[src/design/liu_pkg.sv]
// Shared types, constants and helpers for the linear interpolation upsampler.
// No dependencies; every other design file imports this package.
`timescale 1ns / 1ps

package liu_pkg;

  // Datapath and register widths
  localparam int DATA_W = 32;
  localparam int FAC_W = 6;
  localparam int MODE_W = 2;
  localparam int MAX_FACTOR = 32;

  // Remainder of a division by the factor stays below MAX_FACTOR
  localparam int REM_W = $clog2(MAX_FACTOR);

  // Step divider retires this many quotient bits per cycle
  localparam int DIV_RADIX_BITS = 4;
  localparam int DIV_CYCLES = DATA_W / DIV_RADIX_BITS;
  localparam int DIV_CNT_W = $clog2(DIV_CYCLES);

  // APB register map
  localparam int ADDR_W = 3;
  localparam int PDATA_W = 32;
  localparam logic REG_MODE = 1'b0;
  localparam logic REG_FACTOR = 1'b1;

  // Interpolation modes for the y coordinate
  typedef enum logic [MODE_W-1:0] {
    MODE_LINEAR  = 2'd0,
    MODE_NEAREST = 2'd1,
    MODE_ZERO    = 2'd2
  } interp_mode_t;

  // Controller states
  typedef enum logic [2:0] {
    S_IDLE,
    S_DIVIDE,
    S_EMIT_PREV,
    S_EMIT_INTERP,
    S_EMIT_FINAL
  } ctrl_state_t;

  // Source of the next output beat
  typedef enum logic [1:0] {
    OSEL_PREV,
    OSEL_INTERP,
    OSEL_FINAL
  } out_sel_t;

  // Controller to datapath
  typedef struct packed {
    logic     in_ready;
    logic     capture;
    logic     div_step;
    logic     acc_step;
    logic     load;
    out_sel_t sel;
    logic     last;
    logic     commit;
  } liu_cmd_t;

  // Datapath to controller
  typedef struct packed {
    logic in_valid;
    logic in_fin;
    logic have_prev;
    logic cur_fin;
    logic out_free;
  } liu_sts_t;

  // Clamp the programmed factor into 1..MAX_FACTOR
  function automatic logic [FAC_W-1:0] eff_factor(input logic [FAC_W-1:0] f);
    logic [FAC_W-1:0] r;
    r = f;
    if (f == '0) begin
      r = FAC_W'(1);
    end else if (f > FAC_W'(MAX_FACTOR)) begin
      r = FAC_W'(MAX_FACTOR);
    end
    return r;
  endfunction

endpackage

[src/design/liu_pt_in_if.sv]
// Input point channel: valid/ready handshake with one (x, y, final) beat.
// Depends on liu_pkg for the field widths.
`timescale 1ns / 1ps

interface liu_pt_in_if;
  import liu_pkg::*;

  logic                     valid;
  logic                     ready;
  logic signed [DATA_W-1:0] point_x;
  logic signed [DATA_W-1:0] point_y;
  logic                     final_point;

  modport source (output valid, point_x, point_y, final_point, input ready);
  modport sink (input valid, point_x, point_y, final_point, output ready);
endinterface

[src/design/liu_pt_out_if.sv]
// Output point channel: valid/ready handshake with one (x, y, run_end) beat.
// Depends on liu_pkg for the field widths.
`timescale 1ns / 1ps

interface liu_pt_out_if;
  import liu_pkg::*;

  logic                     valid;
  logic                     ready;
  logic signed [DATA_W-1:0] out_x;
  logic signed [DATA_W-1:0] out_y;
  logic                     run_end;

  modport source (output valid, out_x, out_y, run_end, input ready);
  modport sink (input valid, out_x, out_y, run_end, output ready);
endinterface

[src/design/liu_regs.sv]
// APB configuration registers: interpolation mode and upsample factor.
// Depends on liu_pkg for the register map.
`timescale 1ns / 1ps

module liu_regs (
  input  logic                         clk,
  input  logic                         rst,
  input  logic                         psel,
  input  logic                         penable,
  input  logic                         pwrite,
  input  logic [liu_pkg::ADDR_W-1:0]   paddr,
  input  logic [liu_pkg::PDATA_W-1:0]  pwdata,
  output logic [liu_pkg::PDATA_W-1:0]  prdata,
  output logic                         pready,
  output logic [liu_pkg::MODE_W-1:0]   interp_mode,
  output logic [liu_pkg::FAC_W-1:0]    upsample_factor
);
  import liu_pkg::*;

  logic wr_en;
  logic reg_sel;

  assign pready  = 1'b1;
  assign wr_en   = psel && penable && pwrite && pready;
  assign reg_sel = paddr[2];

  // Write the selected register on the access beat
  always_ff @(posedge clk) begin
    if (rst) begin
      interp_mode     <= MODE_LINEAR;
      upsample_factor <= FAC_W'(4);
    end else if (wr_en) begin
      case (reg_sel)
        REG_MODE:   interp_mode <= pwdata[MODE_W-1:0];
        REG_FACTOR: upsample_factor <= pwdata[FAC_W-1:0];
        default:    ;
      endcase
    end
  end

  // Read back the stored value
  always_comb begin
    case (reg_sel)
      REG_MODE:   prdata = PDATA_W'(interp_mode);
      REG_FACTOR: prdata = PDATA_W'(upsample_factor);
      default:    prdata = '0;
    endcase
  end

endmodule

[src/design/liu_ctrl.sv]
// Sequencer for the upsampler: accept, divide, then walk the output beats.
// Depends on liu_pkg for the state, command and status types.
`timescale 1ns / 1ps

module liu_ctrl (
  input  logic                      clk,
  input  logic                      rst,
  input  logic [liu_pkg::FAC_W-1:0] fac,
  input  liu_pkg::liu_sts_t         sts,
  output liu_pkg::liu_cmd_t         cmd
);
  import liu_pkg::*;

  ctrl_state_t          state;
  ctrl_state_t          state_next;
  logic [FAC_W-1:0]     j;
  logic [FAC_W-1:0]     j_next;
  logic [DIV_CNT_W-1:0] dcnt;
  logic [DIV_CNT_W-1:0] dcnt_next;
  logic                 j_last;
  logic                 div_last;
  logic                 fac_one;

  assign j_last   = (j == fac - FAC_W'(1));
  assign div_last = (dcnt == DIV_CNT_W'(DIV_CYCLES - 1));
  assign fac_one  = (fac == FAC_W'(1));

  // State and counters
  always_ff @(posedge clk) begin
    if (rst) begin
      state <= S_IDLE;
      j     <= '0;
      dcnt  <= '0;
    end else begin
      state <= state_next;
      j     <= j_next;
      dcnt  <= dcnt_next;
    end
  end

  // Next state
  always_comb begin
    state_next = state;
    case (state)
      S_IDLE: begin
        if (sts.in_valid) begin
          if (sts.have_prev) begin
            state_next = S_DIVIDE;
          end else if (sts.in_fin) begin
            state_next = S_EMIT_FINAL;
          end
        end
      end
      S_DIVIDE: begin
        if (div_last) begin
          state_next = S_EMIT_PREV;
        end
      end
      S_EMIT_PREV: begin
        if (sts.out_free) begin
          if (!fac_one) begin
            state_next = S_EMIT_INTERP;
          end else begin
            state_next = sts.cur_fin ? S_EMIT_FINAL : S_IDLE;
          end
        end
      end
      S_EMIT_INTERP: begin
        if (sts.out_free && j_last) begin
          state_next = sts.cur_fin ? S_EMIT_FINAL : S_IDLE;
        end
      end
      S_EMIT_FINAL: begin
        if (sts.out_free) begin
          state_next = S_IDLE;
        end
      end
      default: state_next = S_IDLE;
    endcase
  end

  // Commands and counter updates
  always_comb begin
    cmd       = '0;
    cmd.sel   = OSEL_PREV;
    j_next    = j;
    dcnt_next = dcnt;
    case (state)
      S_IDLE: begin
        cmd.in_ready = 1'b1;
        cmd.capture  = sts.in_valid;
        dcnt_next    = '0;
      end
      S_DIVIDE: begin
        cmd.div_step = 1'b1;
        dcnt_next    = dcnt + DIV_CNT_W'(1);
      end
      S_EMIT_PREV: begin
        if (sts.out_free) begin
          cmd.load     = 1'b1;
          cmd.sel      = OSEL_PREV;
          cmd.acc_step = 1'b1;
          cmd.last     = fac_one && !sts.cur_fin;
          cmd.commit   = fac_one && !sts.cur_fin;
          j_next       = FAC_W'(1);
        end
      end
      S_EMIT_INTERP: begin
        if (sts.out_free) begin
          cmd.load     = 1'b1;
          cmd.sel      = OSEL_INTERP;
          cmd.acc_step = 1'b1;
          cmd.last     = j_last && !sts.cur_fin;
          cmd.commit   = j_last && !sts.cur_fin;
          j_next       = j + FAC_W'(1);
        end
      end
      S_EMIT_FINAL: begin
        if (sts.out_free) begin
          cmd.load   = 1'b1;
          cmd.sel    = OSEL_FINAL;
          cmd.last   = 1'b1;
          cmd.commit = 1'b1;
        end
      end
      default: ;
    endcase
  end

  // A beat is only loaded when the output register can take it
  a_load_free: assert property (@(posedge clk) disable iff (rst)
    cmd.load |-> sts.out_free)
    else $error("output loaded while occupied");

  // The divider runs its full count before the first beat
  a_div_done: assert property (@(posedge clk) disable iff (rst)
    (state == S_DIVIDE && div_last) |=> state == S_EMIT_PREV)
    else $error("divide phase did not end on its last cycle");

  // A point with a stored predecessor always goes to the divider
  a_accept_div: assert property (@(posedge clk) disable iff (rst)
    (cmd.capture && sts.have_prev) |=> (state == S_DIVIDE && dcnt == '0))
    else $error("segment did not start the divider");

endmodule

[src/design/liu_dp.sv]
// Datapath for the upsampler: stored point, step divider, step accumulator
// and the output register. Depends on liu_pkg and the two channel interfaces.
`timescale 1ns / 1ps

module liu_dp (
  input  logic                       clk,
  input  logic                       rst,
  input  logic [liu_pkg::FAC_W-1:0]  fac,
  input  logic [liu_pkg::MODE_W-1:0] mode,
  input  liu_pkg::liu_cmd_t          cmd,
  output liu_pkg::liu_sts_t          sts,
  liu_pt_in_if.sink                  pt_in,
  liu_pt_out_if.source               pt_out
);
  import liu_pkg::*;

  typedef struct packed {
    logic [REM_W-1:0]  rem;
    logic [DATA_W-1:0] dq;
  } div_state_t;

  typedef struct packed {
    logic [DATA_W-1:0] q;
    logic [REM_W-1:0]  rem;
  } acc_t;

  // Several restoring division steps of the magnitude by the factor
  function automatic div_state_t div_iter(input div_state_t s,
                                          input logic [FAC_W-1:0] f);
    div_state_t       r;
    logic [REM_W:0]   t;
    r = s;
    for (int i = 0; i < DIV_RADIX_BITS; i++) begin
      t    = {r.rem, r.dq[DATA_W-1]};
      r.dq = {r.dq[DATA_W-2:0], 1'b0};
      if ((FAC_W+1)'(t) >= (FAC_W+1)'(f)) begin
        r.rem   = REM_W'((FAC_W+1)'(t) - (FAC_W+1)'(f));
        r.dq[0] = 1'b1;
      end else begin
        r.rem = REM_W'(t);
      end
    end
    return r;
  endfunction

  // Advance |diff|*j/f to |diff|*(j+1)/f from the quotient and remainder
  function automatic acc_t acc_iter(input acc_t a, input div_state_t d,
                                    input logic [FAC_W-1:0] f);
    acc_t           r;
    logic [FAC_W:0] s;
    s = (FAC_W+1)'(a.rem) + (FAC_W+1)'(d.rem);
    if (s >= (FAC_W+1)'(f)) begin
      r.q   = a.q + d.dq + DATA_W'(1);
      r.rem = REM_W'(s - (FAC_W+1)'(f));
    end else begin
      r.q   = a.q + d.dq;
      r.rem = REM_W'(s);
    end
    return r;
  endfunction

  // Base plus the signed step, always back in range
  function automatic logic [DATA_W-1:0] apply_step(input logic [DATA_W-1:0] base,
                                                   input logic neg,
                                                   input logic [DATA_W-1:0] q);
    logic [DATA_W:0] off;
    logic [DATA_W:0] sum;
    off = neg ? -{1'b0, q} : {1'b0, q};
    sum = {base[DATA_W-1], base} + off;
    return sum[DATA_W-1:0];
  endfunction

  logic [DATA_W-1:0] prev_x;
  logic [DATA_W-1:0] prev_y;
  logic              have_prev;
  logic [DATA_W-1:0] cur_x;
  logic [DATA_W-1:0] cur_y;
  logic              cur_fin;
  logic              neg_x;
  logic              neg_y;
  div_state_t        div_x;
  div_state_t        div_y;
  acc_t              acc_x;
  acc_t              acc_y;
  logic              out_valid;
  logic [DATA_W-1:0] out_x;
  logic [DATA_W-1:0] out_y;
  logic              run_end;
  logic [DATA_W:0]   diff_x;
  logic [DATA_W:0]   diff_y;
  logic [DATA_W:0]   mag_x;
  logic [DATA_W:0]   mag_y;
  logic [DATA_W-1:0] ix;
  logic [DATA_W-1:0] iy;
  logic [DATA_W-1:0] ox;
  logic [DATA_W-1:0] oy;
  logic              out_free;

  // Segment differences against the stored point, exact in 33 bits
  assign diff_x = {pt_in.point_x[DATA_W-1], pt_in.point_x} - {prev_x[DATA_W-1], prev_x};
  assign diff_y = {pt_in.point_y[DATA_W-1], pt_in.point_y} - {prev_y[DATA_W-1], prev_y};
  assign mag_x  = diff_x[DATA_W] ? -diff_x : diff_x;
  assign mag_y  = diff_y[DATA_W] ? -diff_y : diff_y;

  assign out_free = !out_valid || pt_out.ready;

  assign pt_in.ready = cmd.in_ready;

  assign sts.in_valid  = pt_in.valid;
  assign sts.in_fin    = pt_in.final_point;
  assign sts.have_prev = have_prev;
  assign sts.cur_fin   = cur_fin;
  assign sts.out_free  = out_free;

  // Stored point of the series
  always_ff @(posedge clk) begin
    if (rst) begin
      prev_x    <= '0;
      prev_y    <= '0;
      have_prev <= 1'b0;
    end else if (cmd.capture && !have_prev) begin
      prev_x    <= pt_in.point_x;
      prev_y    <= pt_in.point_y;
      have_prev <= !pt_in.final_point;
    end else if (cmd.commit) begin
      prev_x    <= cur_x;
      prev_y    <= cur_y;
      have_prev <= !cur_fin;
    end
  end

  // Hold the accepted point, run the divider, step the accumulators
  always_ff @(posedge clk) begin
    if (cmd.capture) begin
      cur_x     <= pt_in.point_x;
      cur_y     <= pt_in.point_y;
      cur_fin   <= pt_in.final_point;
      neg_x     <= diff_x[DATA_W];
      neg_y     <= diff_y[DATA_W];
      div_x.rem <= '0;
      div_x.dq  <= mag_x[DATA_W-1:0];
      div_y.rem <= '0;
      div_y.dq  <= mag_y[DATA_W-1:0];
      acc_x     <= '0;
      acc_y     <= '0;
    end else begin
      if (cmd.div_step) begin
        div_x <= div_iter(div_x, fac);
        div_y <= div_iter(div_y, fac);
      end
      if (cmd.acc_step) begin
        acc_x <= acc_iter(acc_x, div_x, fac);
        acc_y <= acc_iter(acc_y, div_y, fac);
      end
    end
  end

  // Interpolated point for the current step
  assign ix = apply_step(prev_x, neg_x, acc_x.q);

  always_comb begin
    case (mode)
      MODE_NEAREST: iy = cur_y;
      MODE_ZERO:    iy = '0;
      default:      iy = apply_step(prev_y, neg_y, acc_y.q);
    endcase
  end

  // Pick the beat source
  always_comb begin
    case (cmd.sel)
      OSEL_PREV: begin
        ox = prev_x;
        oy = prev_y;
      end
      OSEL_INTERP: begin
        ox = ix;
        oy = iy;
      end
      OSEL_FINAL: begin
        ox = cur_x;
        oy = cur_y;
      end
      default: begin
        ox = cur_x;
        oy = cur_y;
      end
    endcase
  end

  // Output register: hold the beat until it is taken
  always_ff @(posedge clk) begin
    if (rst) begin
      out_valid <= 1'b0;
    end else if (cmd.load) begin
      out_valid <= 1'b1;
    end else if (pt_out.ready) begin
      out_valid <= 1'b0;
    end
  end

  always_ff @(posedge clk) begin
    if (cmd.load) begin
      out_x   <= ox;
      out_y   <= oy;
      run_end <= cmd.last;
    end
  end

  assign pt_out.valid   = out_valid;
  assign pt_out.out_x   = out_x;
  assign pt_out.out_y   = out_y;
  assign pt_out.run_end = run_end;

endmodule

[src/design/linear_interp_upsampler.sv]
// Top level of the linear interpolation upsampler.
// Depends on liu_pkg, the channel interfaces, liu_regs, liu_ctrl and liu_dp.
//
// Usage:
//   pt_in carries (point_x, point_y, final_point) beats, pt_out carries
//   (out_x, out_y, run_end) beats; both are valid/ready channels. The APB
//   port holds interp_mode at address 0 and upsample_factor at address 4.
//   The first point of a series is stored and, unless final, gives no beat.
//   Each later point gives the stored point and then F-1 interpolated
//   points, F being the factor clamped to 1..32; a final point adds itself
//   at the end with run_end set, and closes the series.
//   Sequence: an accepted point with a stored predecessor first runs through
//   the step divider (4 quotient bits per cycle over a 32-bit magnitude),
//   then loads one beat per cycle into the output register while that
//   register is free. The next point is accepted only once the sequencer
//   is back in idle, after the last beat of the item is loaded.
//   The output register holds its beat while pt_out.ready is low and the
//   sequencer waits; no beat is lost or repeated.
//   Reset clears the stored point and sets mode 0 (linear) and factor 4.
//   Write configuration only while the block is idle.
`timescale 1ns / 1ps

module linear_interp_upsampler (
  input  logic                         clk,
  input  logic                         rst,
  liu_pt_in_if.sink                    pt_in,
  liu_pt_out_if.source                 pt_out,
  input  logic                         psel,
  input  logic                         penable,
  input  logic                         pwrite,
  input  logic [liu_pkg::ADDR_W-1:0]   paddr,
  input  logic [liu_pkg::PDATA_W-1:0]  pwdata,
  output logic [liu_pkg::PDATA_W-1:0]  prdata,
  output logic                         pready
);
  import liu_pkg::*;

  logic [MODE_W-1:0] interp_mode;
  logic [FAC_W-1:0]  upsample_factor;
  logic [FAC_W-1:0]  fac;
  liu_cmd_t          cmd;
  liu_sts_t          sts;

  liu_regs u_regs (
    .clk             (clk),
    .rst             (rst),
    .psel            (psel),
    .penable         (penable),
    .pwrite          (pwrite),
    .paddr           (paddr),
    .pwdata          (pwdata),
    .prdata          (prdata),
    .pready          (pready),
    .interp_mode     (interp_mode),
    .upsample_factor (upsample_factor)
  );

  // Clamp the factor once for both sides
  assign fac = eff_factor(upsample_factor);

  liu_ctrl u_ctrl (
    .clk (clk),
    .rst (rst),
    .fac (fac),
    .sts (sts),
    .cmd (cmd)
  );

  liu_dp u_dp (
    .clk    (clk),
    .rst    (rst),
    .fac    (fac),
    .mode   (interp_mode),
    .cmd    (cmd),
    .sts    (sts),
    .pt_in  (pt_in),
    .pt_out (pt_out)
  );

endmodule

[src/flat_wrapper.sv]
// flat-port wrapper written by rule: the top's interface ports become plain ports
module linear_interp_upsampler_flat import liu_pkg::*;
  (clk, rst, psel, penable, pwrite, paddr, pwdata, prdata, pready, pt_in_valid, pt_in_point_x, pt_in_point_y, pt_in_final_point, pt_in_ready, pt_out_valid, pt_out_out_x, pt_out_out_y, pt_out_run_end, pt_out_ready);
  liu_pt_in_if pt_in_i ();
  liu_pt_out_if pt_out_i ();
  input  logic clk;
  input  logic rst;
  input  logic psel;
  input  logic penable;
  input  logic pwrite;
  input  logic [liu_pkg::ADDR_W-1:0] paddr;
  input  logic [liu_pkg::PDATA_W-1:0] pwdata;
  output logic [liu_pkg::PDATA_W-1:0] prdata;
  output logic pready;
  input wire logic [$bits(pt_in_i.valid)-1:0] pt_in_valid;
  input wire logic [$bits(pt_in_i.point_x)-1:0] pt_in_point_x;
  input wire logic [$bits(pt_in_i.point_y)-1:0] pt_in_point_y;
  input wire logic [$bits(pt_in_i.final_point)-1:0] pt_in_final_point;
  output wire logic [$bits(pt_in_i.ready)-1:0] pt_in_ready;
  output wire logic [$bits(pt_out_i.valid)-1:0] pt_out_valid;
  output wire logic [$bits(pt_out_i.out_x)-1:0] pt_out_out_x;
  output wire logic [$bits(pt_out_i.out_y)-1:0] pt_out_out_y;
  output wire logic [$bits(pt_out_i.run_end)-1:0] pt_out_run_end;
  input wire logic [$bits(pt_out_i.ready)-1:0] pt_out_ready;
  assign pt_in_i.valid = pt_in_valid;
  assign pt_in_i.point_x = pt_in_point_x;
  assign pt_in_i.point_y = pt_in_point_y;
  assign pt_in_i.final_point = pt_in_final_point;
  assign pt_in_ready = pt_in_i.ready;
  assign pt_out_valid = pt_out_i.valid;
  assign pt_out_out_x = pt_out_i.out_x;
  assign pt_out_out_y = pt_out_i.out_y;
  assign pt_out_run_end = pt_out_i.run_end;
  assign pt_out_i.ready = pt_out_ready;
  linear_interp_upsampler u_core (.clk(clk), .rst(rst), .pt_in(pt_in_i), .pt_out(pt_out_i), .psel(psel), .penable(penable), .pwrite(pwrite), .paddr(paddr), .pwdata(pwdata), .prdata(prdata), .pready(pready));
endmodule
[config.mk]
export PLATFORM = sky130hd
export DESIGN_NAME = linear_interp_upsampler_flat
export DESIGN_NICKNAME = d
export VERILOG_FILES = /design/src/design/liu_pkg.sv /design/src/design/liu_pt_in_if.sv /design/src/design/liu_pt_out_if.sv /design/src/design/liu_regs.sv /design/src/design/liu_ctrl.sv /design/src/design/liu_dp.sv /design/src/design/linear_interp_upsampler.sv /design/src/flat_wrapper.sv
export SDC_FILE = /design/constraint.sdc
export NUM_CORES = 1
export LEC_CHECK = 0
export CAP_MARGIN = 20
export CORE_MARGIN = 10
export CORE_UTILIZATION = 60
export DETAILED_ROUTE_END_ITERATION = 10
export DONT_BUFFER_PORTS = 1
export GPL_ROUTABILITY_DRIVEN = 0
export PLACE_DENSITY_LB_ADDON = 0.12
export SETUP_SLACK_MARGIN = 0.05
export SLEW_MARGIN = 0
export SYNTH_ARGS = -nofsm -noshare
export SYNTH_HDL_FRONTEND = slang
export SYNTH_SLANG_ARGS = --single-unit
[constraint.sdc]
create_clock -name clk -period 8.29 [get_ports clk]
set_clock_uncertainty 0.1 [all_clocks]
set_input_delay 2.0725 -clock clk [delete_from_list [all_inputs] [get_ports clk]]
set_output_delay 2.0725 -clock clk [all_outputs]
set_load 0.05 [all_outputs]
==> results.cfg <==
[yosys]
ys_types = 89
yosys_warnings = 0
ys_dominant_reg_cell = edfxtp_1
synth.cell_area_sq_mm = 0.03091
yosysMostFrequentCell = nand2_1
synth-seq-cells = 366
yosysSeqAreaShare_pct = 30.05
ys_top_cells_by_count = nand2_1, a21oi_1, nor2_1, ha_1, xnor2_1
ys_async_sr_fraction_pct = 0
synth_cells = 3673
synth_edf_count = 196
yosysTopAreaCell = edfxtp_1
synth.top_cells.by_area = edfxtp_1, dfxtp_1, ha_1
synthDominantCellAreaShare_pct = 19.04
avgSynthCellArea_sq_um = 8.415

[setup_path]
cp_slowest_cell = fa_1
crit_arrival_ns = 8.27
crit_type = flop to flop
crit_path_start_kind = flop
critical_path_buf_inv_count = 3
worst_r2r_path_depth = 38
crit_family = compound AO/OA/AOI/OAI gates
max_stage_delay_ns = 0.45
path_depth = 38
cp.required_ns = 8.65
critPathMaxFanout = 10
end_kind = flop

[clock_tree]
clock_path_buffers = 3
postCtsHoldBufs = 0
htree_levels = 2
clock-sinks = 366
cts_tree = built
path_clk_slew_ns = 0.06
cts_root_buf = clkbuf_16
cts_buffers = 42
worstSkewPairLatency_ns = 0.59

[timing]
fmax_mhz = 126.4
finalSetupViolCount = 0
post-route-period-util_pct = 95.42
fin_crit_ns = 7.911
hold_viol = 0
fin_tns_setup_ns = 0
timing.hold.ws_ns = 0.3583
maxSlewViolCount = 0
max_slew.worst_pin.slew_ns = 1.063
slew_headroom_pct = 28.72
rsz0062_at_grt = true

[drt]
wire_per_inst_um = 22.02
drtIter0Drc = 2372
drt-total-wl_mm = 94.92
ant_nets = 0
drc = 0
viasPerCell = 6.544
first_pass_iters = 8
vias = 28203

[global_route]
grt_use_met1_pct = 34.80
grt_pass1_wl_mm = 146.8
use_met2_pct = 51.82
track_usage_pct = 30.04
grt.overflow.total = 0
top_usage_layer = met2
use_met3_pct = 4.499
grt_pass1_vias = 27111
antenna_found_initial = 1
grt_max_degree = 84

[cells_and_area]
finalNetCount = 3992
diodes = 0
layout-drive-gt1-share_pct = 4.656
syn_to_final_growth_pct = 5.955

[die]
start_util_pct = 60.37
die_y_um = 247.0
rows = 83
dieArea_sq_mm = 0.06099
die_w_um = 247.0
fp.coreArea_sq_mm = 0.05120
io_pins = 207

[job]
maxCapViolations = 0

[place]
hpwl_mm = 70.82
numPortBuffers = 0

[hold_path]
holdPathStages = 2
hp-class = flop to flop

[status]
status = finished clean
[kinds of logic (layout without fill, tap and decap cells)]
kind of cell    count (synthesis)  count (layout)  synth area share, %
fa+ha+maj                     288             288                12.10
xor+xnor                      357             357                10.12
buf+inv                       353             285                4.619
flops                         366             366                30.05
compound gates               1191            1191                24.95
other cells                     2              27              0.02430
mux                            49              49                1.635
simple gates                 1067            1067                16.51
[worst register-to-register path: cells and delay by family, from the launching register on]
kind / cells / cell delay, ns
compound gates: 20 / 3.54
buf+inv: 3 / 0.39
simple gates: 8 / 1.14
fa+ha+maj: 5 / 1.65
flops: 1 / 0.36
mux: 2 / 0.62
[through the flow]
| step | cell area (sq um) | setup WS [ns] | cells | util [%] |
|---|---|---|---|---|
| 4_1_cts | 32680 | 0.1613 | 4307 | 63.82 |
| 2_1_floorplan | 31000 | 0.2832 | 3698 | - |
| 5_1_grt | 32750 | 0.004087 | 4310 | 63.97 |
| 6_report | 32750 | 0.3794 | 4310 | 63.97 |
| 3_3_place_gp | 31400 | 0.3848 | 4230 | 61.34 |
| 3_5_place_dp | 31400 | 0.05766 | 4230 | 61.34 |
[cell type report]
cell class / count / area, sq um
Multi-Input combinational cell: 2979 / 20420
Fill cell: 4377 / 18450
Sequential cell: 366 / 9289
Clock buffer: 52 / 1140
Tap cell: 680 / 850.8
Inverter: 173 / 654.4
Timing Repair Buffer: 35 / 262.8
Clock inverter: 25 / 132.6
[repair_timing]
action | CTS | global route
endpoints found under the setup margin | 5 | 12
buffers inserted | 0 | 3
pin swaps | 0 | 1
resized for setup | 1 | 18
[final timing paths]
path                                            startpoint                            endpoint  slack, ns
max          u_core.u_regs.upsample_factor[4]$_SDFFE_PP0P_  u_core.u_dp.div_y[36]$_SDFFE_PP0P_       0.38
min                      u_core.u_dp.acc_x[2]$_SDFFE_PP0P_   u_core.u_dp.acc_x[2]$_SDFFE_PP0P_       0.36
max reg2reg  u_core.u_regs.upsample_factor[4]$_SDFFE_PP0P_  u_core.u_dp.div_y[36]$_SDFFE_PP0P_       0.38
min reg2reg              u_core.u_dp.acc_x[2]$_SDFFE_PP0P_   u_core.u_dp.acc_x[2]$_SDFFE_PP0P_       0.36
[metal layers]
metal / part of all wire (%) / wire (um)
met5: 0.014 / 13
met4: 6.2 / 5909
met3: 6.7 / 6347
met2: 48 / 45870
met1: 39 / 36780
[registers in the layout, indices dropped and copies added (netlist names), 2 cells and up]
name                           flops
u_core.u_dp.div_x                 37
u_core.u_dp.prev_y                32
u_core.u_dp.acc_y                 37
u_core.u_dp.cur_x                 32
u_core.u_regs.interp_mode          2
u_core.u_dp.acc_x                 37
u_core.u_dp.cur_y                 32
u_core.u_ctrl.dcnt                 3
u_core.u_ctrl.state                3
u_core.u_dp.prev_x                32
u_core.u_dp.div_y                 37
u_core.u_dp.pt_out.out_x          32
u_core.u_regs.upsample_factor      6
u_core.u_dp.pt_out.out_y          32
u_core.u_ctrl.j                    6
[cell usage in the layout, fill, tap and decap left out, types with 102 or more instances in the layout]
cell type,n
a21o_1,114
a21oi_1,301
a22oi_1,118
dfxtp_1,170
edfxtp_1,196
ha_1,270
inv_1,166
nand2_1,351
nor2_1,271
o21ai_0,159
o21ai_1,102
xnor2_1,235
xor2_1,122
Power is left out: the tool's default activity adds up to more than one toggle a clock period on the data nets, which glitch-free logic cannot reach.
